<file path="config.mk">
export PLATFORM = sky130hd
export DESIGN_NAME = ctg_cfg_regs
export DESIGN_NICKNAME = d
export VERILOG_FILES = /design/src/hdl/ctg_pkg.sv /design/src/hdl/ctg_cfg_regs.sv
export SDC_FILE = /design/constraint.sdc
export NUM_CORES = 1
export LEC_CHECK = 0
export ABC_AREA = 1
export BUFFER_PORTS_ARGS = -buffer_cell sky130_fd_sc_hd__buf_4
export CORE_ASPECT_RATIO = 0.9
export CORE_UTILIZATION = 51
export CTS_BUF_LIST = sky130_fd_sc_hd__clkbuf_4 sky130_fd_sc_hd__clkbuf_8 sky130_fd_sc_hd__clkbuf_16
export CTS_CLUSTER_SIZE = 28
export DETAILED_ROUTE_END_ITERATION = 12
export PLACE_DENSITY = 0.81
export SYNTH_ARGS = -nofsm -noshare
export SYNTH_HDL_FRONTEND = slang
export SYNTH_SLANG_ARGS = --single-unit
</file>
<file path="constraint.sdc">
create_clock -name clk -period 1.6 [get_ports clk]
set_clock_uncertainty 0.15 [all_clocks]
set_input_delay 0.08 -clock clk [delete_from_list [all_inputs] [get_ports clk]]
set_output_delay 0.08 -clock clk [all_outputs]
set_load 0.05 [all_outputs]
</file>
<file path="src/hdl/ctg_pkg.sv">
// Shared types, widths and constants for the chirp tone generator.
// Holds the quarter-wave sine table, built at elaboration. No dependencies.
`default_nettype none

package ctg_pkg;

  localparam int SINE_ENTRIES = 1024;
  localparam int PHASE_BITS   = 32;
  localparam int IDX_W        = $clog2(SINE_ENTRIES);

  localparam int START_W   = 31;
  localparam int STEP_W    = 32;
  localparam int CNT_W     = 16;
  localparam int PROG_W    = 25;
  localparam int PROG_FRAC = 24;
  localparam int VOL_W     = 16;
  localparam int INC_W     = 40;
  localparam int SMP_W     = 16;
  localparam int ENV_W     = 25;
  localparam int PROD_W    = 40;

  localparam int ADDR_W = 5;
  localparam int DATA_W = 32;

  localparam int QUEUE_DEPTH = 4;
  localparam int QPTR_W      = $clog2(QUEUE_DEPTH);

  localparam logic [PROG_W-1:0] PROG_ONE  = PROG_W'(1) << PROG_FRAC;
  localparam logic [63:0]       HALF_PI_Q30 = 64'd1686629713;
  localparam logic [63:0]       FULL_SCALE  = 64'd32767;

  typedef enum logic [2:0] {
    REG_START_INC     = 3'd0,
    REG_INC_STEP      = 3'd1,
    REG_SAMPLE_COUNT  = 3'd2,
    REG_PROGRESS_STEP = 3'd3,
    REG_VOLUME        = 3'd4
  } reg_idx_t;

  typedef struct packed {
    logic [START_W-1:0] start_increment;
    logic [STEP_W-1:0]  increment_step;
    logic [CNT_W-1:0]   sample_count;
    logic [PROG_W-1:0]  progress_step;
    logic [VOL_W-1:0]   volume;
  } ctg_cfg_t;

  typedef struct packed {
    logic [PHASE_BITS-1:0] phase;
    logic [PROG_W-1:0]     progress;
    logic                  last;
  } ctg_job_t;

  typedef logic [SINE_ENTRIES-1:0][SMP_W-1:0] sine_tab_t;

  function automatic logic [SMP_W-1:0] quarter_sine(input logic [31:0] k);
    logic [63:0] x;
    logic [63:0] x2;
    logic [63:0] term;
    logic [63:0] sum;
    logic [63:0] v;
    begin
      x    = ((64'(k) * 64'd2 + 64'd1) * HALF_PI_Q30) / (2 * SINE_ENTRIES);
      x2   = (x * x) >> 30;
      term = x;
      sum  = x;
      term = ((term * x2) >> 30) / 6;
      sum  = (sum > term) ? sum - term : 64'd0;
      term = ((term * x2) >> 30) / 20;
      sum  = sum + term;
      term = ((term * x2) >> 30) / 42;
      sum  = (sum > term) ? sum - term : 64'd0;
      term = ((term * x2) >> 30) / 72;
      sum  = sum + term;
      term = ((term * x2) >> 30) / 110;
      sum  = (sum > term) ? sum - term : 64'd0;
      term = ((term * x2) >> 30) / 156;
      sum  = sum + term;
      term = ((term * x2) >> 30) / 210;
      sum  = (sum > term) ? sum - term : 64'd0;
      v    = (sum * FULL_SCALE + (64'd1 << 29)) >> 30;
      if (v > FULL_SCALE) begin
        v = FULL_SCALE;
      end
      return v[SMP_W-1:0];
    end
  endfunction

  function automatic sine_tab_t build_sine_tab();
    sine_tab_t tab;
    begin
      for (int k = 0; k < SINE_ENTRIES; k++) begin
        tab[k] = quarter_sine(32'(k));
      end
      return tab;
    end
  endfunction

  localparam sine_tab_t SINE_TAB = build_sine_tab();

endpackage

`default_nettype wire

</file>
<file path="src/hdl/ctg_cfg_regs.sv">
// Register bank behind the APB-style configuration port.
// Depends on ctg_pkg for the register map and the configuration struct.
`default_nettype none

module ctg_cfg_regs (
  input  logic                          clk,
  input  logic                          rst_n,
  input  logic                          psel,
  input  logic                          penable,
  input  logic                          pwrite,
  input  logic [ctg_pkg::ADDR_W-1:0]    paddr,
  input  logic [ctg_pkg::DATA_W-1:0]    pwdata,
  output logic [ctg_pkg::DATA_W-1:0]    prdata,
  output logic                          pready,
  output ctg_pkg::ctg_cfg_t             cfg
);
  import ctg_pkg::*;

  ctg_cfg_t cfg_r;
  ctg_cfg_t cfg_nxt;
  reg_idx_t idx;
  logic     wr_en;

  assign pready = 1'b1;
  assign idx    = reg_idx_t'(paddr[ADDR_W-1:2]);
  assign wr_en  = psel & penable & pwrite & pready;
  assign cfg    = cfg_r;

  always_comb begin
    cfg_nxt = cfg_r;
    if (wr_en) begin
      unique case (idx)
        REG_START_INC:     cfg_nxt.start_increment = pwdata[START_W-1:0];
        REG_INC_STEP:      cfg_nxt.increment_step  = pwdata[STEP_W-1:0];
        REG_SAMPLE_COUNT:  cfg_nxt.sample_count    = pwdata[CNT_W-1:0];
        REG_PROGRESS_STEP: cfg_nxt.progress_step   = pwdata[PROG_W-1:0];
        REG_VOLUME:        cfg_nxt.volume          = pwdata[VOL_W-1:0];
        default: ;
      endcase
    end
  end

  always_comb begin
    unique case (idx)
      REG_START_INC:     prdata = DATA_W'(cfg_r.start_increment);
      REG_INC_STEP:      prdata = DATA_W'(cfg_r.increment_step);
      REG_SAMPLE_COUNT:  prdata = DATA_W'(cfg_r.sample_count);
      REG_PROGRESS_STEP: prdata = DATA_W'(cfg_r.progress_step);
      REG_VOLUME:        prdata = DATA_W'(cfg_r.volume);
      default:           prdata = '0;
    endcase
  end

  always_ff @(posedge clk) begin
    if (!rst_n) begin
      cfg_r.start_increment <= '0;
      cfg_r.increment_step  <= '0;
      cfg_r.sample_count    <= CNT_W'(1);
      cfg_r.progress_step   <= PROG_ONE;
      cfg_r.volume          <= '0;
    end else begin
      cfg_r <= cfg_nxt;
    end
  end

endmodule

`default_nettype wire

</file>
-- Word level (Yosys, flattened, before mapping)
Index checks and enable logic that the tools add are counted.
- logic and storage cells: 18
- register bits after elaboration: 120
- multiplexer cells: 1
- reduce and logical (&&, ||, !) cells: 6
- eq/ne operators: 4
- bitwise operators: 2
- operator list (cell ; number):
    one-hot mux 32 bit (5 select lines) ; 1
    AND reduction 2 bit ; 5
    == test 3 x 2 -> 1 bit (second input constant) ; 2
    == test 3 x 1 -> 1 bit (second input constant) ; 1
    == test 3 bit (second input constant) ; 1
    logical NOT 3 bit ; 1
    bitwise AND 1 bit ; 2

-- Depth between registers and ports, before layout
- depth after elaboration: 3
- gate-level depth with buffers: 9

-- Worst setup path before layout
No wires, ideal clock.
- kind: reg-to-output
- start point: register cfg_r, in the netlist cfg[88]
- end point: output port prdata[31] (netlist bit)
- path slack: -9 ps
- data required time: 1370 ps
- arrival: 1379 ps
- stages on the path, launching flop included: 3
- cell sequence: dfxtp_1 > inv_1 > nor2_1
- word-level cells in the longest chain between the ends: 1
- RTL lines (element ; line ; source):
    from (decl) ; ctg_cfg_regs.sv:19 ; ctg_cfg_t cfg_r;
    from (signal assigned) ; ctg_cfg_regs.sv:62 ; cfg_r <= cfg_nxt;
    one-hot mux 32 bit (5 select lines) ; ctg_cfg_regs.sv:44 ; unique case (idx)
    to (decl) ; ctg_cfg_regs.sv:13 ; output logic [ctg_pkg::DATA_W-1:0] prdata,
Every way passes these cells.

-- Worst setup path after layout
- start point: register cfg_r, in the netlist cfg[50]
- end point: output port prdata[9] (netlist bit)
The elaborated chain is that of the path after synthesis.

==> metrics.yaml <==
outcome: "finished, final reports clean"
pwr-share-seq_pct: 37.7
largest_reg_flops: 120
overflow: 0
syn_nets: 976
slew_viol_final: 0
power_density_nw_per_um2: 944
finalSetupTns_ns: 0
crit_buf_inv: 1
syn-cell-area_um2: 5850
post-route-util_pct: 78.2
area_delta_synth_final_pct: 47.0
worstPathRequired_ns: 1.37
drc_errors: 0
synth_cells: 934
hold_class: "primary input to flop"
stdcell_count: 1312
setup_ws_ns: 0.0163
maxCapViolCount: 0
p_clk_share_pct: 50.9
start_kind: "flop"
cpMostUsedCell: "nand2_1"
die_x_um: 115
p_sw_mw: 2.06
layout_min_cycle_time_ns: 1.58
comb_power_share_pct: 11.3
endpoint_kind: "primary output"
power_mw: 8.12
crit_chain: "nand4_1 -> nand2_1 -> nor2_2 -> nand2_1 -> buf_4"
cts_tree: "yes"
timing.fmax_mhz: 631
placed_area_um2: 7520
synth_warnings: 0
max_stage_delay_ns: 0.33
cts.sinks: 120
r2r_cells: 2
crit_arrival_ns: 1.35
criticalPathCategory: "flop to primary output"
worst_path_max_delay_cell: "dfxtp_1"
hold_path_depth: 4
design_area_um2: 8600
multi_input_area_um2: 2970
path_depth: 5
pre_cts_ws_ns: 0.0362
final-setup-viol-count: 0
fill_cells: 824
clk_root_buffer_cell: "clkbuf_16"
synth.distinct_cells: 19
vdd_drop_max_uv: 630
num_rows: 36
die_h_um: 104
path_max_fanout: 3
grt_usage_pct: 34.0
seq_area_frac_synth_pct: 41.1
drtIter0Drc: 644
vias_per_cell: 5.28
routed_wl_um: 20300
finalNetCount: 1189
final_common_cell: "nand2_1"
grt_pass1_vias: 6277
io_pins: 195
h-tree-depth: 4
seq_area_um2: 2420
detail_route.wl_per_cell_um: 15.5
swShare_pct: 25.4
ant_nets: 0
floorplan.initialDensity_pct: 53.2
firstDrtPassIters: 6
hpwl_um: 13000
dpl.cell_count: 1245
final_cell_mix: "264 x nand2_1, 248 x nor2_1, 206 x buf_4"
grt_antenna_before_repair: 0
clk_path_buf_depth: 2
holdWs_ns: 0.0550
hold_viol_final: 0
grt_max_degree: 63
drive_gt1_share_pct: 25.6
synth_area_per_cell_um2: 6.26
cp_top_family: "simple AND/OR/NAND/NOR gates"
ys_ff_latch: 120
num_vias: 6930
cts_buffers: 17
core-area_um2: 11000
io_buffer_count: 191
p_leak_nw: 4.15
fin_crit_sh_pct: 99.0
clk_pin_slew_ns: 0.06
dieArea_um2: 11900
place_congestion: 0.902
grt_pass1_wl_um: 31700
diodes: 0
insertion_delay_ns: 0.40
internal_power_mw: 6.06
-- cell type report --
type,count,share of cell area (%)
sequential,120,28.1
tap,152,2.21
clock inverter,13,2.27
inverter,54,2.40
timing repair buffer,257,25.3
multi-input combinational,697,34.5
clock buffer,19,5.27
-- worst paths after layout --
kind                         start                     to  slack (ns)
max           cfg[50]$_SDFFE_PN0P_              prdata[9]        0.02
min reg2reg    cfg[3]$_SDFFE_PN0P_    cfg[3]$_SDFFE_PN0P_        0.35
min                       paddr[3]   cfg[41]$_SDFFE_PN1P_        0.05
max reg2reg  cfg[111]$_SDFFE_PN0P_  cfg[111]$_SDFFE_PN0P_        0.78
-- routing by layer --
layer	up-vias	part of all wire (%)	GRT usage [%]
met2	413	45	51.9
met1	3126	40	45.5
met4	0	2.6	12.9
li1	3334	-	-
met3	57	12	9.30
met5	-	0	0
-- synth_stat cells --
cell type  count  share of area, %
nand3_1      131                11
nand2_1      266                17
clkbuf_1      18               1.2
clkinv_1       1             0.064
buf_6          4              0.77
conb_1         1             0.064
nand3_4        1              0.30
nand3_2        1              0.17
inv_1         51               3.3
o21ai_0        2              0.17
dfxtp_1      120                41
buf_1          2              0.13
nand4_1       24               2.6
nor2_2         4              0.43
buf_2         29               2.5
inv_2          2              0.13
nor2_1       263                17
nor2_4         4              0.77
buf_4         10               1.3
-- power groups by stage --
stage	clock [mW]	sequential [mW]	combinational, mW
6_report	4.14	3.06	0.921
5_1_grt	4.30	3.07	0.978
4_1_cts	4.14	3.06	0.893
3_5_place_dp	0	3.13	0.820
3_3_place_gp	0	3.13	0.813
2_1_floorplan	0	3.25	0.391
-- tightest hold or removal path: cells and delay by family --
| family | cells | cell delay (ns) |
|---|---|---|
| simple gates | 2 | 0.23 |
| buf+inv | 1 | 0.18 |
| compound gates | 1 | 0.09 |
-- cell families (layout without fill, tap and decap cells) --
group | count (synthesis) | after routing | synth area share [%]
simple gates | 694 | 694 | 49.4
flops | 120 | 120 | 41.1
buf+inv | 117 | 343 | 9.29
compound gates | 2 | 2 | 0.171
other cells | 1 | 1 | 0.0641
-- repair_timing --
action | 4_1_cts | 5_1_grt
cloned | 0 | 0
gates resized for setup | 2 | 31
buffers inserted | 0 | 0
setup endpoints to repair | 2 | 17
hold endpoints to repair | 114 | 0
pin swaps | 0 | 4
hold buffers | 35 | 0
No activity file was read; power rests on OpenSTA's default activity.
