### config.mk
export PLATFORM = sky130hd
export DESIGN_NAME = ctg_front
export DESIGN_NICKNAME = d
export VERILOG_FILES = /design/src/hdl/ctg_pkg.sv /design/src/hdl/ctg_front.sv
export SDC_FILE = /design/constraint.sdc
export NUM_CORES = 1
export LEC_CHECK = 0
export BUFFER_PORTS_ARGS = -buffer_cell sky130_fd_sc_hd__buf_2
export CAP_MARGIN = 10
export CORE_MARGIN = 3
export CORE_UTILIZATION = 41
export CTS_CLUSTER_DIAMETER = 60
export CTS_CLUSTER_SIZE = 16
export DETAILED_ROUTE_END_ITERATION = 7
export GPL_TIMING_DRIVEN = 0
export MAX_ROUTING_LAYER = met4
export SYNTH_ARGS = -nofsm -noshare
export SYNTH_HDL_FRONTEND = slang
export SYNTH_SLANG_ARGS = --single-unit
export TNS_END_PERCENT = 50
### constraint.sdc
create_clock -name clk -period 8.4 [get_ports clk]
set_input_delay 0.84 -clock clk [delete_from_list [all_inputs] [get_ports clk]]
set_output_delay 0.84 -clock clk [all_outputs]
set_load 0.01 [all_outputs]
### src/hdl/ctg_pkg.sv
// Shared types, widths and constants for the chirp tone generator.
// Holds the quarter-wave sine table, built at elaboration. No dependencies.
`default_nettype none

package ctg_pkg;

  localparam int SINE_ENTRIES = 1024;
  localparam int PHASE_BITS   = 32;
  localparam int IDX_W        = $clog2(SINE_ENTRIES);

  localparam int START_W   = 31;
  localparam int STEP_W    = 32;
  localparam int CNT_W     = 16;
  localparam int PROG_W    = 25;
  localparam int PROG_FRAC = 24;
  localparam int VOL_W     = 16;
  localparam int INC_W     = 40;
  localparam int SMP_W     = 16;
  localparam int ENV_W     = 25;
  localparam int PROD_W    = 40;

  localparam int ADDR_W = 5;
  localparam int DATA_W = 32;

  localparam int QUEUE_DEPTH = 4;
  localparam int QPTR_W      = $clog2(QUEUE_DEPTH);

  localparam logic [PROG_W-1:0] PROG_ONE  = PROG_W'(1) << PROG_FRAC;
  localparam logic [63:0]       HALF_PI_Q30 = 64'd1686629713;
  localparam logic [63:0]       FULL_SCALE  = 64'd32767;

  typedef enum logic [2:0] {
    REG_START_INC     = 3'd0,
    REG_INC_STEP      = 3'd1,
    REG_SAMPLE_COUNT  = 3'd2,
    REG_PROGRESS_STEP = 3'd3,
    REG_VOLUME        = 3'd4
  } reg_idx_t;

  typedef struct packed {
    logic [START_W-1:0] start_increment;
    logic [STEP_W-1:0]  increment_step;
    logic [CNT_W-1:0]   sample_count;
    logic [PROG_W-1:0]  progress_step;
    logic [VOL_W-1:0]   volume;
  } ctg_cfg_t;

  typedef struct packed {
    logic [PHASE_BITS-1:0] phase;
    logic [PROG_W-1:0]     progress;
    logic                  last;
  } ctg_job_t;

  typedef logic [SINE_ENTRIES-1:0][SMP_W-1:0] sine_tab_t;

  function automatic logic [SMP_W-1:0] quarter_sine(input logic [31:0] k);
    logic [63:0] x;
    logic [63:0] x2;
    logic [63:0] term;
    logic [63:0] sum;
    logic [63:0] v;
    begin
      x    = ((64'(k) * 64'd2 + 64'd1) * HALF_PI_Q30) / (2 * SINE_ENTRIES);
      x2   = (x * x) >> 30;
      term = x;
      sum  = x;
      term = ((term * x2) >> 30) / 6;
      sum  = (sum > term) ? sum - term : 64'd0;
      term = ((term * x2) >> 30) / 20;
      sum  = sum + term;
      term = ((term * x2) >> 30) / 42;
      sum  = (sum > term) ? sum - term : 64'd0;
      term = ((term * x2) >> 30) / 72;
      sum  = sum + term;
      term = ((term * x2) >> 30) / 110;
      sum  = (sum > term) ? sum - term : 64'd0;
      term = ((term * x2) >> 30) / 156;
      sum  = sum + term;
      term = ((term * x2) >> 30) / 210;
      sum  = (sum > term) ? sum - term : 64'd0;
      v    = (sum * FULL_SCALE + (64'd1 << 29)) >> 30;
      if (v > FULL_SCALE) begin
        v = FULL_SCALE;
      end
      return v[SMP_W-1:0];
    end
  endfunction

  function automatic sine_tab_t build_sine_tab();
    sine_tab_t tab;
    begin
      for (int k = 0; k < SINE_ENTRIES; k++) begin
        tab[k] = quarter_sine(32'(k));
      end
      return tab;
    end
  endfunction

  localparam sine_tab_t SINE_TAB = build_sine_tab();

endpackage

`default_nettype wire

### src/hdl/ctg_front.sv
// Front end: accepts tick requests, keeps the tone state and queues sample jobs.
// Depends on ctg_pkg for the configuration and job structs.
`default_nettype none

module ctg_front (
  input  logic              clk,
  input  logic              rst_n,
  input  logic              in_valid,
  input  logic              in_restart,
  output logic              in_ready,
  input  ctg_pkg::ctg_cfg_t cfg,
  input  logic              q_full,
  output logic              push,
  output ctg_pkg::ctg_job_t job
);
  import ctg_pkg::*;

  logic [PHASE_BITS-1:0] phase_r, phase_nxt, cur_phase, phase_new;
  logic [INC_W-1:0]      inc_r, inc_nxt, cur_inc, step_ext;
  logic [CNT_W-1:0]      idx_r, idx_nxt, cur_idx;
  logic [PROG_W-1:0]     prog_r, prog_nxt, cur_prog, prog_dec;
  logic                  active_r, active_nxt, cur_active;
  logic [CNT_W:0]        idx_inc;
  logic                  accept;
  logic                  last;

  assign in_ready = ~q_full;
  assign accept   = in_valid & in_ready;

  always_comb begin
    cur_phase  = in_restart ? '0 : phase_r;
    cur_inc    = in_restart
                 ? {{(INC_W-START_W-8){1'b0}}, cfg.start_increment, 8'h00} : inc_r;
    cur_idx    = in_restart ? '0 : idx_r;
    cur_prog   = in_restart ? PROG_ONE : prog_r;
    cur_active = in_restart ? (cfg.sample_count != '0) : active_r;

    phase_new = cur_phase + cur_inc[INC_W-1 -: PHASE_BITS];
    idx_inc   = {1'b0, cur_idx} + (CNT_W+1)'(1);
    last      = idx_inc >= {1'b0, cfg.sample_count};
    step_ext  = {{(INC_W-STEP_W){cfg.increment_step[STEP_W-1]}}, cfg.increment_step};
    prog_dec  = (cur_prog > cfg.progress_step) ? cur_prog - cfg.progress_step : '0;

    push         = accept & cur_active;
    job.phase    = phase_new;
    job.progress = cur_prog;
    job.last     = last;

    phase_nxt  = phase_r;
    inc_nxt    = inc_r;
    idx_nxt    = idx_r;
    prog_nxt   = prog_r;
    active_nxt = active_r;
    if (accept) begin
      phase_nxt  = cur_phase;
      inc_nxt    = cur_inc;
      idx_nxt    = cur_idx;
      prog_nxt   = cur_prog;
      active_nxt = cur_active;
      if (cur_active) begin
        phase_nxt  = phase_new;
        inc_nxt    = cur_inc + step_ext;
        idx_nxt    = idx_inc[CNT_W-1:0];
        prog_nxt   = prog_dec;
        active_nxt = ~last;
      end
    end
  end

  always_ff @(posedge clk) begin
    if (!rst_n) begin
      phase_r  <= '0;
      inc_r    <= '0;
      idx_r    <= '0;
      prog_r   <= '0;
      active_r <= 1'b0;
    end else begin
      phase_r  <= phase_nxt;
      inc_r    <= inc_nxt;
      idx_r    <= idx_nxt;
      prog_r   <= prog_nxt;
      active_r <= active_nxt;
    end
  end

endmodule

`default_nettype wire

# After elaboration in Yosys (flattened, before gate mapping)
# Index checks and enable logic that the tools add are counted.
# word_totals
regBits	114
inputBits	125
output_inout_bits	60
elab_cells	27
# classes
addsub	4
magnitude_cmp	2
muxes	11
n_bitwise	4
reduce_logical	1
# ops
op	n
$mux 40	2
$mux 25	3
$mux 32	2
$add 40x40->40	1
$add 32x32->32	1
$mux 16	2
$gt 25x25->1	1
$sub 25x25->25	1
$add 16x1->17 const B	1
$ge 17x16->1	1
$reduce_bool 16->1	1
$and 1x1->1	2
$mux 1	2
$not 1->1	2

# Longest topological paths before layout
# logic_depth
word_depth	5
depth_mapped	20
ltp_nobuf	14

# Least setup slack after synthesis
# No wires, ideal clock.
# synth_path
kind	input port to output port
startpoint	input port in_restart
endpoint	output port job[0] (netlist bit)
arrival_time_ps	4280
required_ps	7560
slack_ps	3280
cell_stages	20
path_buffers	7
cell_sequence	clkbuf_1 clkbuf_1 buf_2 clkbuf_1 clkbuf_1 nor2b_1 ha_1 nand4_1 or2_2 clkbuf_1 nor2_1 nand3_1 xnor2_1 ha_1 nand3_1 nor4_1 nand2_1 o211a_1 o21ai_0 buf_4
# synth_between
elab_chain_cells	3
# synth_lines
element	line_no	source
from (decl)	ctg_front.sv:9	input logic in_restart,
$mux 16	ctg_front.sv:34	cur_idx = in_restart ? '0 : idx_r;
$add 16x1->17	ctg_front.sv:39	idx_inc = {1'b0, cur_idx} + (CNT_W+1)'(1);
$ge 17x16->1	ctg_front.sv:40	last = idx_inc >= {1'b0, cfg.sample_count};
to (decl)	ctg_front.sv:14	output ctg_pkg::ctg_job_t job
# No other way between the ends.

==> out/metrics.cfg <==
[placed_design]
postPlaceCellArea_um2 = 12220
place_congestion = 0.9731
hpwl_um = 30240
post-place-ws_ns = 1.468
port_buffers = 168

[die]
initial_core_util_pct = 41.83
die_x_um = 169.5
die_area_um2 = 28740
ioPinCount = 185
coreArea_um2 = 26210
row_count = 59
die_y_um = 169.5

[yosys]
syn-instance-count = 1456
synth_area_leaders = dfxtp_1 21%, ha_1 13%, a21oi_1 6.0%
synth.largest_area_cell = dfxtp_1
ys_warn_count = 0
synth_edf_count = 0
syn-cell-area_um2 = 10960
yosys.area.top_type_share_pct = 20.82
synth_fp_nets = 1696
ys_types = 70
synth_seq_cells = 114
yosysSeqAreaShare_pct = 20.82
async_flop_share_pct = 0
synthFlopType = dfxtp_1
synth.avg_cell_area_um2 = 7.530

[timing]
max-slew-margin-rel_pct = 25.13
fin_crit_sh_pct = 83.06
fmax_mhz = 143.3
rsz0062_at_grt = no
final_max_slew_viol_count = 0
layout_min_cycle_time_ns = 6.977
hold_viol = 0
setup_viol = 0
tns_ns = 0
final.setup.worst_slack_ns = 1.423
tightest_slew_ns = 1.123
finClkSkew_ns = 0.01234

[clocking]
cts_tree = built
cts.sinks = 114
cts_root_buffer = clkbuf_16
hold_buffers = 0
cts_buffers = 17
cts_setup_buffers = 0
clock_latency_ns = 0.43
ctsResizeCount = 0
clk_path_buf_depth = 2
path_clk_slew_ns = 0.06
htreeDepth = 4

[routing]
drcViolationCount = 0
drtIter0Drc = 886
dr_total_vias = 11530
wl_per_cell_um = 19.26
ant_nets = 0
vias_per_cell = 5.792
drt_wl_total_um = 38350
firstDrtPassIters = 7

[global_routing]
antenna_found_initial = 0
grt_pass1_vias = 10850
grt_max_degree = 17
grt_pass1_wl_um = 59460
gr-usage-all-layers_pct = 27.02
grt_overflow_total = 0

[min_path]
hp-start = inc_r[10]
hold_path_end = inc_r[10]
hp-class = flip-flop to flip-flop
min_path_cells = 2

[setup_path]
timing.rr.end = inc_r[37]
r2r_cells = 11
start_kind = input port
critPathMaxFanout = 10
cp.required_ns = 7.56
crit_arrival_ns = 6.14
worstSetupPathType = input port to primary output
r2r-start = inc_r[16]
r2r_setup_slack_ns = 4.69
endpoint_kind = primary output

[cells_and_area]
final_core_util_pct = 49.17
syn_to_final_growth_pct = 17.54
nFillCells = 2642
final_area_um2 = 12890
nNetsFinal = 1883
num_antenna_cells = 0
drive_above_1_share_pct = 14.98

[power_and_ir_drop]
p_clk_share_pct = 42.8
switching_power_uw = 634.0
comb_power_share_pct = 28.0
switching_share_pct = 32.40
p_int_mw = 1.323
p_total_mw = 1.957
ir_drop_uv = 131.6
powerDensity_nw_per_um2 = 151.9
p_leak_nw = 5.984
seqPwrFrac_pct = 29.3

[run_status]
status = finished clean

[job]
cap_violations = 0

## final cells by class
cell class | instances | area [µm²] | area share (%)
Clock buffer | 23 | 488.0 | 3.787
Inverter | 72 | 270.3 | 2.097
Tap cell | 335 | 419.2 | 3.253
Clock inverter | 9 | 175.2 | 1.359
Timing Repair Buffer | 168 | 840.8 | 6.525
Multi-Input combinational cell | 1192 | 8109 | 62.93
Sequential cell | 114 | 2282 | 17.71
Buffer | 78 | 301.5 | 2.340
## sequential cells by signal (all words and copies together) (netlist names)
register,count
prog_r,25
idx_r,16
phase_r,32
active_r,1
inc_r,40
## layout by cell type (no fill, tap or decap), types with 5 or more instances in the layout
master / netlist / final
a22o_1: 15 / 15
nand4_1: 22 / 22
xnor2_1: 62 / 62
a31oi_1: 13 / 13
a22oi_1: 56 / 56
mux2_2: 30 / 30
nand3_1: 36 / 36
buf_1: 5 / 5
a211oi_1: 16 / 16
nand2b_1: 11 / 11
xor2_1: 35 / 35
nor2b_1: 87 / 87
mux2i_1: 5 / 5
clkbuf_1: 68 / 70
bufinv_16: 0 / 5
nor3_1: 20 / 20
nor2_1: 130 / 130
buf_2: 4 / 172
o21ai_0: 92 / 92
a21o_1: 48 / 48
and3_1: 16 / 16
o21bai_1: 17 / 17
nand2_1: 108 / 108
o31ai_1: 6 / 6
or3_1: 5 / 5
nor4_1: 8 / 8
ha_1: 112 / 112
a21oi_1: 131 / 131
a221oi_1: 9 / 9
and2_1: 15 / 15
or2_2: 5 / 5
o211ai_1: 13 / 13
o21a_1: 10 / 10
dfxtp_1: 114 / 114
inv_1: 71 / 71
a311oi_1: 7 / 7
clkbuf_16: 0 / 17
## power by group through the flow
stage	logic, mW	clock network, mW	registers (mW)
6_report	0.547	0.837	0.573
5_1_grt	0.603	0.863	0.575
4_1_cts	0.542	0.844	0.572
3_5_place_dp	0.540	0	0.584
3_3_place_gp	0.538	0	0.583
2_1_floorplan	0.366	0	0.581
## worst max-delay path, cell delays in order
cell and delay, ns:
buf_2 0.10, clkbuf_1 0.33, clkbuf_1 0.54, buf_1 0.67, buf_1 0.65, nand2b_1 0.24, inv_1 0.06, ha_1 0.29
a21o_1 0.18, a21oi_1 0.21, o21ai_0 0.15, a21oi_1 0.52, o31ai_1 0.29, a211oi_1 0.51, o21ai_0 0.18, xor2_1 0.19
buf_2 0.17
## synth_stat cells, types with 3 or more instances
library cell	number
nand4_1	22
nand3_1	36
nand2b_1	11
clkbuf_1	68
and3_1	16
inv_1	71
or2_2	5
a311oi_1	7
and2_1	15
a221oi_1	9
buf_2	4
or3_1	5
fa_1	3
ha_1	112
nand3b_1	4
nor4_1	8
buf_1	5
o21ai_0	92
nor2_1	130
a22oi_1	56
xnor2_1	62
o211ai_1	13
a21o_1	48
mux2_2	30
nor2b_1	87
mux2i_1	5
o21bai_1	17
xor2_1	35
a2111oi_0	3
nand2_1	108
o22ai_1	4
a21boi_0	3
a211oi_1	16
o31ai_1	6
o21a_1	10
a22o_1	15
dfxtp_1	114
a31oi_1	13
nor3_1	20
o211a_1	3
a21oi_1	131
## worst max-delay path by stage
| stage | startpoint | to | slack, ns | depth (start not counted) |
|---|---|---|---|---|
| after floorplan | in_restart | job[0] | 3.28 | 20 |
| after global placement | in_restart | job[55] | 1.41 | 17 |
| after detailed placement | in_restart | job[55] | 1.47 | 17 |
| after CTS | in_restart | job[55] | 1.44 | 17 |
| after global routing | in_restart | job[55] | 1.01 | 17 |
| final | in_restart | job[55] | 1.42 | 17 |
## layer usage
metal  up-vias  track usage, %  part of all wire (%)
li1       5645               -                     -
met1      5433           37.40                    47
met2       385           40.75                    44
met3        69           3.168                   6.0
met4         0           9.637                   3.0
met5         -               -                     0
## through the flow
stage | instances | hold WS (ns)
floorplan | 1456 | 0.4259
global placement | 1959 | 0.4363
detailed placement | 1959 | 0.4448
CTS | 1991 | 0.4578
global route | 1991 | 0.4784
finish | 1991 | 0.4542
## cells by family (layout without fill, tap and decap cells)
group / Yosys count / in the layout / share of synthesized area, %
XOR/XNOR: 97 / 97 / 7.749
adder cells (fa/ha/maj): 115 / 115 / 13.33
buffers and inverters: 150 / 350 / 5.216
AND/OR/NAND/NOR: 474 / 474 / 21.18
AO/OA/AOI/OAI: 470 / 470 / 28.03
flip-flops: 114 / 114 / 20.82
multiplexers: 36 / 36 / 3.675
Note: power is estimated with default switching activity, not from simulation.
