## src/hdl/ctg_pkg.sv

```systemverilog
// Shared types, widths and constants for the chirp tone generator.
// Holds the quarter-wave sine table, built at elaboration. No dependencies.
`default_nettype none

package ctg_pkg;

  localparam int SINE_ENTRIES = 1024;
  localparam int PHASE_BITS   = 32;
  localparam int IDX_W        = $clog2(SINE_ENTRIES);

  localparam int START_W   = 31;
  localparam int STEP_W    = 32;
  localparam int CNT_W     = 16;
  localparam int PROG_W    = 25;
  localparam int PROG_FRAC = 24;
  localparam int VOL_W     = 16;
  localparam int INC_W     = 40;
  localparam int SMP_W     = 16;
  localparam int ENV_W     = 25;
  localparam int PROD_W    = 40;

  localparam int ADDR_W = 5;
  localparam int DATA_W = 32;

  localparam int QUEUE_DEPTH = 4;
  localparam int QPTR_W      = $clog2(QUEUE_DEPTH);

  localparam logic [PROG_W-1:0] PROG_ONE  = PROG_W'(1) << PROG_FRAC;
  localparam logic [63:0]       HALF_PI_Q30 = 64'd1686629713;
  localparam logic [63:0]       FULL_SCALE  = 64'd32767;

  typedef enum logic [2:0] {
    REG_START_INC     = 3'd0,
    REG_INC_STEP      = 3'd1,
    REG_SAMPLE_COUNT  = 3'd2,
    REG_PROGRESS_STEP = 3'd3,
    REG_VOLUME        = 3'd4
  } reg_idx_t;

  typedef struct packed {
    logic [START_W-1:0] start_increment;
    logic [STEP_W-1:0]  increment_step;
    logic [CNT_W-1:0]   sample_count;
    logic [PROG_W-1:0]  progress_step;
    logic [VOL_W-1:0]   volume;
  } ctg_cfg_t;

  typedef struct packed {
    logic [PHASE_BITS-1:0] phase;
    logic [PROG_W-1:0]     progress;
    logic                  last;
  } ctg_job_t;

  typedef logic [SINE_ENTRIES-1:0][SMP_W-1:0] sine_tab_t;

  function automatic logic [SMP_W-1:0] quarter_sine(input logic [31:0] k);
    logic [63:0] x;
    logic [63:0] x2;
    logic [63:0] term;
    logic [63:0] sum;
    logic [63:0] v;
    begin
      x    = ((64'(k) * 64'd2 + 64'd1) * HALF_PI_Q30) / (2 * SINE_ENTRIES);
      x2   = (x * x) >> 30;
      term = x;
      sum  = x;
      term = ((term * x2) >> 30) / 6;
      sum  = (sum > term) ? sum - term : 64'd0;
      term = ((term * x2) >> 30) / 20;
      sum  = sum + term;
      term = ((term * x2) >> 30) / 42;
      sum  = (sum > term) ? sum - term : 64'd0;
      term = ((term * x2) >> 30) / 72;
      sum  = sum + term;
      term = ((term * x2) >> 30) / 110;
      sum  = (sum > term) ? sum - term : 64'd0;
      term = ((term * x2) >> 30) / 156;
      sum  = sum + term;
      term = ((term * x2) >> 30) / 210;
      sum  = (sum > term) ? sum - term : 64'd0;
      v    = (sum * FULL_SCALE + (64'd1 << 29)) >> 30;
      if (v > FULL_SCALE) begin
        v = FULL_SCALE;
      end
      return v[SMP_W-1:0];
    end
  endfunction

  function automatic sine_tab_t build_sine_tab();
    sine_tab_t tab;
    begin
      for (int k = 0; k < SINE_ENTRIES; k++) begin
        tab[k] = quarter_sine(32'(k));
      end
      return tab;
    end
  endfunction

  localparam sine_tab_t SINE_TAB = build_sine_tab();

endpackage

`default_nettype wire

```

## src/hdl/ctg_queue.sv

```systemverilog
// Short job queue between the front end and the sample pipeline.
// Depends on ctg_pkg for the job struct and the queue depth.
`default_nettype none

module ctg_queue (
  input  logic              clk,
  input  logic              rst_n,
  input  logic              push,
  input  ctg_pkg::ctg_job_t push_job,
  input  logic              pop,
  output ctg_pkg::ctg_job_t head_job,
  output logic              full,
  output logic              empty
);
  import ctg_pkg::*;

  ctg_job_t          mem_r [QUEUE_DEPTH];
  logic [QPTR_W-1:0] wr_ptr_r, rd_ptr_r;
  logic [QPTR_W:0]   count_r, count_nxt;

  assign full     = count_r == (QPTR_W+1)'(QUEUE_DEPTH);
  assign empty    = count_r == '0;
  assign head_job = mem_r[rd_ptr_r];

  always_comb begin
    count_nxt = count_r;
    if (push && !pop) begin
      count_nxt = count_r + (QPTR_W+1)'(1);
    end else if (pop && !push) begin
      count_nxt = count_r - (QPTR_W+1)'(1);
    end
  end

  always_ff @(posedge clk) begin
    if (push) begin
      mem_r[wr_ptr_r] <= push_job;
    end
  end

  always_ff @(posedge clk) begin
    if (!rst_n) begin
      wr_ptr_r <= '0;
      rd_ptr_r <= '0;
      count_r  <= '0;
    end else begin
      if (push) begin
        wr_ptr_r <= wr_ptr_r + QPTR_W'(1);
      end
      if (pop) begin
        rd_ptr_r <= rd_ptr_r + QPTR_W'(1);
      end
      count_r <= count_nxt;
    end
  end

endmodule

`default_nettype wire

```

## config.mk

```make
export PLATFORM = sky130hd
export DESIGN_NAME = ctg_queue
export DESIGN_NICKNAME = d
export VERILOG_FILES = /design/src/hdl/ctg_pkg.sv /design/src/hdl/ctg_queue.sv
export SDC_FILE = /design/constraint.sdc
export NUM_CORES = 1
export LEC_CHECK = 0
export ABC_AREA = 1
export BUFFER_PORTS_ARGS = -buffer_cell sky130_fd_sc_hd__buf_2
export CAP_MARGIN = 20
export CORE_MARGIN = 2
export CORE_UTILIZATION = 60
export CTS_CLUSTER_DIAMETER = 50
export DETAILED_ROUTE_END_ITERATION = 12
export GPL_TIMING_DRIVEN = 0
export PLACE_DENSITY = 0.85
export SLEW_MARGIN = 25
export SYNTH_ARGS = -nofsm -noshare
export SYNTH_HDL_FRONTEND = slang
export SYNTH_SLANG_ARGS = --single-unit
```

## constraint.sdc

```tcl
create_clock -name clk -period 3.7 [get_ports clk]
set_input_delay 0.37 -clock clk [delete_from_list [all_inputs] [get_ports clk]]
set_output_delay 0.37 -clock clk [all_outputs]
set_load 0.01 [all_outputs]
```

=== Word level (Yosys, flattened, before mapping) ===
Memories as Yosys holds them, arrays and structs flattened. A register that Yosys moved wholly into a read port is not among the register bits.
Cells that the tools add are included.

* Output and inout bits: 60
* Logic and storage cells: 21
* Flip-flop bits (word level): 7
* Bits of input ports: 62
* Memory bits (writable): 232
* Memories kept: 1

* Reduce and logical (&&, ||, !) cells: 6
* Muxes and demuxes: 6
* Eq/ne operators: 1
* Add/sub/neg operators: 4

{| class="wikitable"
|+ Memories
! memory !! words !! bits a word !! rd ports !! clocked after Yosys merged registers in !! write ports !! line !! text
|-
| mem_r || 4 || 58 || 1 || 1 || 1 || ctg_queue.sv:17 || <nowiki>ctg_job_t mem_r [QUEUE_DEPTH];</nowiki>
|}

{| class="wikitable"
|+ Operator list
! operator !! count
|-
| 3-bit 2-to-1 mux || 2
|-
| 2-bit by 1-bit adder with 2-bit output (second input constant) || 2
|-
| 2-bit 2-to-1 mux || 2
|-
| 3-bit by 1-bit adder with 3-bit output (second input constant) || 1
|-
| 3-bit equality test (second input constant) || 1
|-
| 3-bit zero test || 1
|-
| 3-bit by 1-bit subtractor with 3-bit output (second input constant) || 1
|-
| 1-bit logical AND || 2
|-
| 1-bit zero test || 2
|-
| 1-bit 2-to-1 mux || 2
|-
| 2-bit nonzero test || 1
|}

=== Logic depth before layout (Yosys ltp) ===
Gate-level depths: netlist (run 1).

* Depth in word-level cells: 4
* Gate-level depth with buffers: 10
* Mapped depth without buffers: 10

=== Worst setup path after synthesis (run 1) ===
OpenSTA, ideal clock, no wires.

* Path kind: register -> register
* From: reg wr_ptr_r[0]
* To: mem mem_r[2][0] in the netlist's numbering (enable)
* Buffers on the path: 0
* Path slack: 1570 ps
* Data arrival time: 1718 ps
* Stages on the path, launching flop included: 5
* Period minus slack after synthesis: 2130 ps
* Required time: 3288 ps
* Setup time: 412 ps
* Cells stage by stage: dfxtp_1 -> inv_1 -> ha_1 -> nand2_1 -> inv_1

{| class="wikitable"
|+ RTL lines
! what !! line !! text
|-
| start, declared || ctg_queue.sv:18 || <nowiki>logic [QPTR_W-1:0] wr_ptr_r, rd_ptr_r;</nowiki>
|-
| start signal, assigned || ctg_queue.sv:47 || <nowiki>wr_ptr_r <= wr_ptr_r + QPTR_W'(1);</nowiki>
|-
| end, declared || ctg_queue.sv:17 ||
|}

No word-level cell before the write port.

==> flow_summary.ini, run 1 <==
[final_layout]
areaGrowthSynthToFinish_pct = 18.5
drive_gt1_frac = 0.262
fin_nets = 839
layout.cells.non_filler = 978

[grt]
grt_use_met1 = 0.319
grt_max_degree = 33
track_usage = 0.239
grt.busiest_layer = met2
gr-total-overflow = 0
grt_pass1_wl_um = 30000
grt.met3_usage = 0.0482
grt_antenna_before_repair = 2
grt_use_met2 = 0.407
grt_pass1_vias = 5905

[drt]
drc_errors = 0
drt-total-wl_um = 19700
drtAntennaViolNets = 0
first_pass_iters = 5
viasPerCell = 5.97
vias = 5843
avgRoutedWirePerCell_um = 20.1
drt_iter0_markers = 553

[logic_synthesis]
synth_seq_area_share = 0.785
async_flop_share = 0
synth_fp_nets = 687
synth_common_cells = 232 x edfxtp_1, 116 x o21ai_0, 111 x nor2_1
yosysWarnings = 0
synth_top_cells_by_area = edfxtp_1 77%, o21ai_0 6.4%, nor2_1 4.6%
ys_seq_elements = 241
avgSynthCellArea_um2 = 14.7
synth_most_common_cell = edfxtp_1
yosys.area.top_type_share = 0.766
synth_cell_type_count = 25
synth_cells = 619
synth_flop_cell = edfxtp_1
yosys.area.top_type = edfxtp_1
synth_edf_count = 232
netlist_area_um2 = 9100

[clock_tree]
cts_tree = yes
htree_levels = 1
hold_buffers = 0
cts_resized = 0
clk_pin_slew_ns = 0.06
numCtsBuffers = 25
clk_path_buf_depth = 3
post_cts_buffers = 0
cts_sinks = 241
cts-root-buf = clkbuf_16
clkLatencyLatePin_ns = 0.50

[min_path]
hold_path.class = in -> reg

[sta]
fin_hold_ws_ns = 0.0788
rsz0062_at_grt = false
hold_viol_final = 0
fmax_mhz = 413
setup_tns_ns = 0
fin_crit_sh = 0.654
fin_worst_skew_ns = 0.00922
setup_viol = 0
slew_violations = 0
maxSlewHeadroom = 0.658
tightest_slew_ns = 0.513
min_period_ns = 2.42

[worst_setup_path]
cp_slowest_cell = dfxtp_1
required_ns = 3.33
worstPathMaxFanout = 10
rrSetupSlack_ns = 1.98
max_stage_delay_ns = 0.45
critical_path_class = reg -> out
crit_buf_inv = 2
worstPathArrival_ns = 2.05
worst_setup_path_end_kind = output pin
start_kind = flip-flop
cp_top_family = buffers and inverters
worstPathCellList = clkbuf_1 > o21ai_0 > o22ai_1 > buf_2

[die]
core_um2 = 15000
die-width_um = 127
rows = 45
die_area_um2 = 16200
start_util = 0.605
pin_count = 122
chipHeight_um = 127

[placed_design]
place_inst = 932
hpwl_um = 12100
io_buffers = 121
gp_congestion = 0.768

[power]
p_leak_nw = 3.86
ir_drop_uv = 414
power_density_nw_per_um2 = 557
p_total_mw = 6.01

[run_status]
status = finished clean

[flow_run]
drv_cap = 0
power by group:
group	switching [mW]	internal, mW	leakage (nW)
combinational	0.380	0.206	1.29
sequential	0.0331	3.12	2.21
clock	0.976	1.29	0.365
sequential cells by signal, summed over array words and instances, names as in the netlist, named ones only:
register  flops
count_r       3
wr_ptr_r      2
mem_r       232
rd_ptr_r      2
worst reg2reg max path: cells and delay by family (launching register included):
family / cells / cell delay (ns)
buf+inv: 3 / 0.77
fa+ha+maj: 1 / 0.18
simple gates: 1 / 0.10
flops: 1 / 0.33
final timing paths:
kind / startpoint / to / cells after the start
worst max-delay path: flip-flop / head_job[2] / 4
worst min-delay path: push_job[10] / mem_r[2][10] / 1
worst max register to register: wr_ptr_r[0] / mem_r[0][53] / 5
worst min register to register: rd_ptr_r[1] / rd_ptr_r[1] / 1
kinds of logic after synthesis:
group,share of synthesized area
DFF,0.785
AOI/OAI and AO/OA,0.109
and+or+nand+nor,0.0587
buffers and inverters,0.0375
adders and majority gates,0.00908
per-layer routing:
layer	up-vias	part of all wire
li1	2634	-
met1	2917	0.40
met2	255	0.51
met3	37	0.076
met4	0	0.016
met5	-	0
final cells by class:
cell class              count  area [um2]
clock inverters            11        68.8
plain buffers              37         273
repair buffers            125         686
flip-flops and latches    241        7150
multi-input cells         324        1610
fillers                   989        4250
inverters                  17        78.8
diodes                      1        2.50
clock buffers              34         679
well taps                 188         235
metrics by stage:
stage,utilization,worst slack [ns],instance area [um2]
2_1_floorplan,-,1.57,9100
3_5_place_dp,0.667,1.89,10000
3_3_place_gp,0.661,0.730,9940
4_1_cts,0.717,1.35,10800
6_report,0.717,1.28,10800
5_1_grt,0.717,1.23,10800
layout by cell type, fill, tap and decap left out, drive strengths merged:
cell type	count
a21oi	4
buf	146
clkbuf	50
clkinv	7
clkinvlp	1
dfxtp	9
diode	1
edfxtp	232
fa	1
ha	5
inv	20
nand2	9
nand3	1
nand4	1
nor2	121
nor3	2
o21ai	122
o22ai	58
Power figures use the tool's default switching activity.
==> inputs of run 2 (changes only) <==
- CORE_UTILIZATION: 60 -> 57
- PLACE_DENSITY: 0.85 -> 0.81
- clock period: 3.7 -> 2.3 ns (I/O delays scaled with it)
==> run 2 against run 1 <==
- utilization increased by 0.43 points
- register-to-register slack got worse by 1.3 ns
- power increased by 63%
- combinational power increased by 75%
- cell count increased by 8.4%
- count of clock-buffer cells in the layout decreased by 5
- via count increased by 0.79%
- sequential power increased by 61%
- global-route usage decreased by 0.32 points
- critical endpoint is now head_job[19]
- largest cell class unchanged
- highest routed layer unchanged
==> flow_summary.ini, run 2 (same netlist as run 1, synthesis figures left out) <==
[placed_design]
gp_congestion = 0.767
place_inst = 960
placed_cell_area_um2 = 10100
post-place-ws_ns = 0.625
io_buffers = 121
hpwl_um = 11800

[grt]
grt_pass1_wl_um = 30200
grt_max_degree = 31
gr-total-overflow = 0
grt_antenna_before_repair = 1
track_usage = 0.236
grt_pass1_vias = 6097

[worst_setup_path]
required_ns = 2.07
critical_path_class = reg -> out
worstPathArrival_ns = 1.92
start_kind = flip-flop
worst_setup_path_end_kind = output pin
worstPathMaxFanout = 10

[final_layout]
top_register = mem_r
final_cell_mix = 232 x edfxtp_1, 129 x buf_2, 116 x o21ai_0, 111 x nor2_1
drive_gt1_frac = 0.242
utilization = 0.721
reg_top3 = mem_r (232), count_r (3)
final_common_cell = edfxtp_1
fillerInstances = 1071
areaGrowthSynthToFinish_pct = 25.0
fin_nets = 895
layout.cells.non_filler = 1060
largest_reg_flops = 232
design_area_um2 = 11400

[die]
rows = 46
die-width_um = 130
die_area_um2 = 17000
core_um2 = 15800
pin_count = 122
chipHeight_um = 130
start_util = 0.577

[drt]
drt_iter0_markers = 560
drc_errors = 0
drt-total-wl_um = 20600
viasPerCell = 5.56
avgRoutedWirePerCell_um = 19.4
drtAntennaViolNets = 0
vias = 5889
first_pass_iters = 5

[sta]
setup_viol = 0
maxSlewHeadroom = 0.690
rsz0062_at_grt = false
fmax_mhz = 464
fin_worst_skew_ns = 0.00700
fin_hold_ws_ns = 0.0259
setup_tns_ns = 0
tightest_slew_ns = 0.466
fin_crit_sh = 0.936
slew_violations = 0
hold_viol_final = 0
min_period_ns = 2.15
setup_slack_ns = 0.146

[power]
p_total_mw = 9.76
p_leak_nw = 4.10
power_density_nw_per_um2 = 858
ir_drop_uv = 597

[clock_tree]
htree_levels = 1
numCtsBuffers = 23
cts-root-buf = clkbuf_16
cts_sinks = 241
post_cts_buffers = 0
clk_pin_slew_ns = 0.06
clkLatencyLatePin_ns = 0.50
cts_tree = yes
clk_path_buf_depth = 3

[flow_run]
drv_cap = 0

[run_status]
status = finished clean

[min_path]
hold_path.class = in -> reg
-- run 2: cell types whose count changed in the layout (fill, tap and decap cells not counted), sizes merged --
cell,previous run,this run
bufinv,0,3
clkinvlp,1,0
clkinv,7,9
inv,20,17
clkbuf,50,45
dlygate4sd3,0,58
-- run 2: final timing paths --
path | slack (ns) | start | cells after the start | to
max reg2reg | 0.64 | wr_ptr_r[0] | 5 | mem_r[0][36]
min reg2reg | 0.45 | rd_ptr_r[1] | 1 | rd_ptr_r[1]
min | 0.03 | rst_n | 3 | count_r[2]
max | 0.15 | flip-flop | 4 | head_job[19]
-- run 2: repair_timing --
action,4_1_cts,5_1_grt
resized for setup,0,6
setup endpoints to repair,0,4
hold buffers,58,0
hold endpoints to repair,232,0
-- run 2: critical path: stages, from the launching register on --
cell	delay [ns]
dfxtp_1	0.43
clkbuf_1	0.40
o21ai_0	0.18
o22ai_1	0.24
buf_2	0.18
-- run 2: where the power goes --
| part | total [mW] | leakage, nW | internal, mW | switching [mW] |
|---|---|---|---|---|
| registers | 5.06 | 2.21 | 5.01 | 0.0515 |
| logic | 1.03 | 1.54 | 0.398 | 0.628 |
| clock network | 3.68 | 0.354 | 2.17 | 1.51 |
-- run 2: layout make-up --
cell class                 instances  area [um2]  area share
multi-input combinational        324        1610       0.142
clock buffer                      29         598      0.0526
inverter                          17        78.8     0.00693
sequential                       241        7150       0.628
buffer                            37         277      0.0243
timing repair buffer             183        1270       0.111
antenna                            1        2.50    0.000220
clock inverter                    12         128      0.0112
tap                              216         270      0.0238
-- run 2: per-layer routing --
layer  global-route usage  part of all wire  vias up
met2                0.430              0.52      206
met1                0.292              0.40     2905
met3               0.0418             0.062       34
li1                     -                 -     2744
met5                    0                 0        -
met4               0.0663             0.018        0
